### config.mk
export PLATFORM = sky130hd
export DESIGN_NAME = rgbc_divider
export DESIGN_NICKNAME = d
export VERILOG_FILES = /design/src/rtl/rgbc_pkg.sv /design/src/rtl/rgbc_divider.sv
export SDC_FILE = /design/constraint.sdc
export NUM_CORES = 2
export LEC_CHECK = 0
export BUFFER_PORTS_ARGS = -buffer_cell sky130_fd_sc_hd__buf_2
export CORE_MARGIN = 1
export CORE_UTILIZATION = 45
export DETAILED_ROUTE_END_ITERATION = 10
export GPL_TIMING_DRIVEN = 0
export PLACE_DENSITY = 0.72
export REMOVE_ABC_BUFFERS = 1
export SETUP_SLACK_MARGIN = 0.15
export SLEW_MARGIN = 20
export SYNTH_ARGS = -nofsm -noshare
export SYNTH_HDL_FRONTEND = slang
export SYNTH_SLANG_ARGS = --single-unit
### constraint.sdc
create_clock -name i_clk -period 5.3 [get_ports i_clk]
set_clock_uncertainty 0.15 [all_clocks]
set_input_delay 1.06 -clock i_clk [delete_from_list [all_inputs] [get_ports i_clk]]
set_output_delay 1.06 -clock i_clk [all_outputs]
set_load 0.005 [all_outputs]
### src/rtl/rgbc_pkg.sv
package rgbc_pkg;

    localparam int unsigned CntW   = 16;
    localparam int unsigned RatioW = 16;
    localparam int unsigned RefW   = 48;
    localparam int unsigned NumRef = 6;
    localparam int unsigned CodeW  = 3;
    localparam int unsigned QuotW  = 30;  // count*10000 < 2^30
    localparam int unsigned DistW  = 41;  // 100 * 3 * 65535^2 < 2^41

    typedef logic [CodeW-1:0] t_code;
    localparam t_code CodeRed     = 3'd0;
    localparam t_code CodeGreen   = 3'd1;
    localparam t_code CodeBlue    = 3'd2;
    localparam t_code CodeYellow  = 3'd3;
    localparam t_code CodeWhite   = 3'd4;
    localparam t_code CodeBlack   = 3'd5;
    localparam t_code CodeUnknown = 3'd6;

    typedef enum logic [2:0] {
        RegEnable = 3'd0,
        RegMask   = 3'd1,
        RegRed    = 3'd2,
        RegGreen  = 3'd3,
        RegBlue   = 3'd4,
        RegYellow = 3'd5,
        RegWhite  = 3'd6,
        RegBlack  = 3'd7
    } t_reg_idx;

    localparam logic [RatioW-1:0] RatioMax  = 16'hFFFF;
    localparam logic [13:0]       RatioScale = 14'd10000;
    localparam logic [DistW-1:0]  DistLimit = 41'd350000000;

    typedef logic [RatioW-1:0] t_rgb [3];

    // Flags produced by the rule stage for the decision stage
    typedef struct packed {
        logic kill;    // disabled or dim
        logic dark;    // clear < 180
        logic bright;  // clear > 450
        logic white;
        logic red;
        logic yellow;
        logic green;
        logic blue;
    } t_rule_flags;

    function automatic logic [RatioW-1:0] ref_ch(input logic [RefW-1:0] r, input int ch);
        ref_ch = r[47-16*ch -: 16];
    endfunction

    function automatic logic [RatioW-1:0] absd(input logic [RatioW-1:0] a,
                                              input logic [RatioW-1:0] b);
        absd = (a >= b) ? a - b : b - a;
    endfunction

endpackage

### src/rtl/rgbc_divider.sv
// Pipelined restoring divider: quotient of (count*10000)/clear, one radix-2
// step per stage over QuotW stages, clipped to 16 bits.
module rgbc_divider (
    input  logic                       i_clk,
    input  logic                       i_en,
    input  logic [rgbc_pkg::CntW-1:0]  i_num,
    input  logic [rgbc_pkg::CntW-1:0]  i_den,
    output logic [rgbc_pkg::RatioW-1:0] o_quot
);
    import rgbc_pkg::*;

    logic [QuotW-1:0] r_num [QuotW+1];
    logic [CntW:0]    r_rem [QuotW+1];
    logic [CntW-1:0]  r_den [QuotW+1];

    // Scale the count on entry
    always_ff @(posedge i_clk) begin
        if (i_en) begin
            r_num[0] <= QuotW'(i_num) * QuotW'(RatioScale);
            r_rem[0] <= '0;
            r_den[0] <= i_den;
        end
    end

    // One quotient bit per stage; quotient bits shift into r_num
    for (genvar s = 0; s < QuotW; s++) begin : g_step
        logic [CntW+1:0] w_sh;
        logic [CntW+1:0] w_sub;
        always_comb begin
            w_sh  = {r_rem[s], r_num[s][QuotW-1]};
            w_sub = w_sh - {2'b00, r_den[s]};
        end
        always_ff @(posedge i_clk) begin
            if (i_en) begin
                r_den[s+1] <= r_den[s];
                if (!w_sub[CntW+1]) begin
                    r_rem[s+1] <= w_sub[CntW:0];
                    r_num[s+1] <= {r_num[s][QuotW-2:0], 1'b1};
                end else begin
                    r_rem[s+1] <= w_sh[CntW:0];
                    r_num[s+1] <= {r_num[s][QuotW-2:0], 1'b0};
                end
            end
        end
    end

    assign o_quot = (|r_num[QuotW][QuotW-1:RatioW]) ? RatioMax : r_num[QuotW][RatioW-1:0];
endmodule

Word level (Yosys, flattened, before mapping)
Memory sizes are Yosys's and may differ from the RTL's.
Cells that the tools add are included.
{ "totals": {"memories": 3, "inputBits": 34, "ramBits": 1953, "ff_bits": 0, "elab_cells": 338, "out_inout_bits": 16} }
{ "op_classes": {"bitwise_logic": 60, "multipliers": 1, "n_reduce_logical": 1, "n_mux": 243, "n_addsub": 30} }
{ "memory_table": {"columns": ["memory", "words", "width", "rd", "rd_clocked_by_memory_dff", "write_ports", "line", "source"], "rows": [
  ["r_num", 31, 30, 31, 0, 31, "rgbc_divider.sv:12", "logic [QuotW-1:0] r_num [QuotW+1];"],
  ["r_rem", 31, 17, 30, 0, 31, "rgbc_divider.sv:13", "logic [CntW:0] r_rem [QuotW+1];"],
  ["r_den", 31, 16, 30, 0, 31, "rgbc_divider.sv:14", "logic [CntW-1:0] r_den [QuotW+1];"]
]} }
{ "op_table": {"columns": ["cell", "count"], "rows": [
  ["$mux 30", 30],
  ["$sub 18x16->18", 30],
  ["$mux 17", 30],
  ["$mux 1", 182],
  ["$or 1x1->1", 60],
  ["$mul 16x10->26 const B", 1],
  ["$mux 16", 1],
  ["$reduce_or 14->1", 1]
]} }

Depth between registers and ports, before layout
An unclocked memory read counts as a cell.
{ "logic_depth": {"ltp_word": 6, "depth_mapped": 20, "ltp_nobuf": 20} }

Least setup slack after synthesis
No wires, ideal clock.
{ "synth_path": {"kind": "input-to-reg", "from": "input i_num[4] (netlist bit)", "to": "memory r_num[0][25] (data pin)", "cell_stages": 17, "setup_ns": 0.260, "t_arrival_ns": 4.725, "required_ns": 4.890, "setup_slack_ns": 0.165, "path_buffers": 0, "cell_sequence": "inv_1 -> fa_1 -> inv_1 -> ha_1 -> inv_1 -> fa_1 -> inv_1 -> ha_1 -> fa_1 -> ha_1 -> nor4_1 -> o21ai_0 -> a41oi_1 -> o21ai_0 -> a21o_1 -> a21oi_1 -> xnor2_1"} }
{ "synth_rtl": {"columns": ["element", "line", "source"], "rows": [
  ["start: declaration", "rgbc_divider.sv:6", "input logic [rgbc_pkg::CntW-1:0] i_num,"],
  ["end: declaration", "rgbc_divider.sv:12", null]
]} }

==> flow_summary.ini <==
[run_status]
status = completed

[critical_path]
path_max_fanout = 5
ff2ff_path_depth = 9
critPathKind = in2reg
r2r_end = r_rem[1][124]
critPathRequiredTime_ps = 5730
slowest_delay_ps = 550
cpMaxStageDelayCell = fa_1
critPathLaunchType = input port
worst_ep_arrival_time_ps = 5310
cpMostUsedCell = inv_1
regToRegSetupSlack_ps = 1420
r2r_start = r_den[1][97]
critPathTopFamily = adder cells
crit_path_end_kind = flop
worst-path-stages = 18
crit_chain = buf_2 -> inv_1 -> fa_1 -> inv_1 -> ha_1 -> inv_1 -> fa_1 -> inv_1 -> ha_1 -> fa_1 -> ha_1 -> nor4_1 -> o21ai_1 -> a41oi_2 -> o21ai_1 -> a21o_1 -> a21oi_1 -> xnor2_1
critical_path_buf_inv_count = 5

[grt]
grt_pass1_vias = 48500
grt_use_met1_pct = 14.5
grt.total_usage_pct = 13.9
grt_max_degree = 155
globalRouteOverflowTotal = 0
grt_pass1_wl_mm = 223
grtUsageMet3_pct = 2.50
grt_busiest_layer = met2
antenna_found_initial = 1
met2_usage_pct = 26.9

[cells_and_area]
syn2layout_area_growth_pct = 11.0
diodes = 0
nets = 6977
drive_gt1_share_pct = 9.61
finalNonFillerCells = 8996
fin_util_pct = 50.2

[yosys]
synth_edf_count = 1788
synthAdderAreaFrac_pct = 9.33
yosys_warnings = 0
avgSynthCellArea_um2 = 13.7
muxShareOfSynthArea_pct = 3.91
synth_cells = 6187
ys.flop_type = edfxtp_1
synth_top_area_share_pct = 63.3
ys_seq_elements = 1789
synth_area_um2 = 84900
synth_area_leaders = edfxtp_1 63%, ha_1 7.8%, inv_1 2.9%
ys_seq_area_share_pct = 63.3
synth_top_family_by_area = compound AO/OA/AOI/OAI gates
synthArstFlopShare_pct = 0
yosys.area_share.simple_pct = 6.25
yosys.area.top_type = edfxtp_1
synth-compound-area-share_pct = 10.1
synth_xor_area_share_pct = 3.59
yosysUniqueCellTypes = 70

[timing]
rsz0062_at_grt = no
hold_viol = 0
setup_viol = 0
slew_violations = 0
relSlewSlack_pct = 38.8
fmax_mhz = 205
fin_crit_sh_pct = 92.0
worstMarginPinSlew_ps = 899
min_period_ps = 4870

[detailed_routing]
drc = 0
vias = 47100
vias_per_cell = 5.23
drt.antenna.violating_nets = 0
drt_iter0_markers = 2693
firstDrtPassIters = 7
routedWlPerCell_um = 14.8
drt_wl_total_mm = 133

[floorplan]
num_io_pins = 50
dieWidth_um = 436
fp.dieArea_um2 = 190000
initial_core_util_pct = 45.2
fp.dieH_um = 436
core_um2 = 188000
row_count = 159

[clocking]
clk_pin_slew_ps = 60
cts_hold_buffers = 0
clkLatencyLatePin_ps = 830
cts_made_buffers = 189
clk_path_buf_depth = 3
cts_tree = done
root_buffer = clkbuf_16
numClockSinks = 1789
post_cts_buffers = 0
h-tree-depth = 4
cts_resized = 0

[hold_path]
min_from = r_num[0][177]
hold_class = reg2reg
whs_endpoint = r_num[0][208]
worstHoldPathCells = 0

[placed_design]
dpl.hpwl_mm = 91.9
gp_congestion = 0.853
place.port_buffers = 49
dp.cells = 8652

[power]
power.leakage_uw = 0.0364
p_comb_share_pct = 35.4
power.share.sequential_pct = 40.3
power_density_nw_per_um2 = 549
ir_drop_mv = 0.288
intPower_uw = 35200
netSwitchingFraction_pct = 31.9
clkPwrFrac_pct = 24.3
switching_power_uw = 16500

[job]
cap_violations = 0
-- sequential cells by signal (all words and copies together) (netlist names) --
register / count
r_den: 480
r_num: 816
r_rem: 493
-- cells in the final DEF (no fill, tap or decap), types with 54 or more instances in the layout --
master        n
nor3_1       70
o31a_1       66
inv_1       655
o21ai_0     302
a21o_1      151
xnor2_1     203
xor2_1      145
mux2_1       54
ha_1        532
fa_1         63
clkbuf_16   191
mux2_2      190
nor2_1      328
edfxtp_1   1788
nor2b_1      76
a21oi_1     313
o21a_1      120
nand2b_1     71
nand2_1     321
-- worst max-delay path by stage --
stage | slack [ps] | end | startpoint
finish | 430 | r_num[0][25] | i_num[4]
global route | 170 | r_num[0][29] | i_num[4]
CTS | 240 | r_num[0][29] | i_num[4]
detailed placement | -650 | r_num[0][27] | i_num[4]
global placement | -47900 | r_rem[0][17] | i_en
floorplan | 170 | r_num[0][25] | i_num[4]
-- synth_stat cells (57+ instances only) --
library cell,instances
mux2_2,190
nand2_1,321
o21a_1,120
xnor2_1,203
xor2_1,145
o31a_1,66
nor2_1,329
ha_1,532
o21ai_0,304
nor3_1,70
a21oi_1,313
fa_1,63
edfxtp_1,1788
clkbuf_1,57
nand2b_1,71
nor2b_1,76
a21o_1,151
inv_1,656
-- metrics by stage --
step           instance area (um2)  TNS (ps)  hold WS [ps]  total power [uW]  setup WS (ps)
2_1_floorplan                84300         0           250             35100            165
3_3_place_gp                 87700         -           250             39400         -47900
3_5_place_dp                 88200     -3380           255             39200           -651
4_1_cts                      94200         0           157             52100            243
5_1_grt                      94200         0           182             55000            169
6_report                     94200         0           228             51700            426
-- kinds of logic after synthesis --
kind of cell             after synthesis
AND/OR/NAND/NOR                     1102
flip-flops                          1789
multiplexers                         293
AO/OA/AOI/OAI                       1307
XOR/XNOR                             348
adder cells (fa/ha/maj)              595
buffers and inverters                753
-- cell type report --
cell class,instances,area [um2]
fillers,15600,93400
flip-flops and latches,1789,53700
multi-input cells,3645,28200
clock buffers,240,4960
well taps,2495,3120
inverters,656,2460
clock inverters,104,960
repair buffers,67,727
-- per-layer routing --
metal / wire length (um) / share of wire, %
met5: 0 / 0
met2: 73200 / 55
met3: 4210 / 3.2
met4: 4310 / 3.2
met1: 51700 / 39
-- worst reg2reg max path, cell delays in order, from the launching register on --
cell	delay, ps
edfxtp_1	430
inv_1	90
ha_1	220
nor2b_1	140
o31a_1	310
o21ai_0	580
a21boi_0	320
o21a_1	280
o21ai_4	650
mux2_2	450
-- power groups by stage --
stage / clock network [uW] / registers, uW / logic (uW)
finish: 12600 / 20900 / 18300
global placement: 0 / 21800 / 17600
detailed placement: 0 / 21100 / 18100
CTS: 13000 / 20800 / 18300
global route: 13500 / 21100 / 20400
floorplan: 0 / 20700 / 14400
No activity file was read; power rests on OpenSTA's default activity.
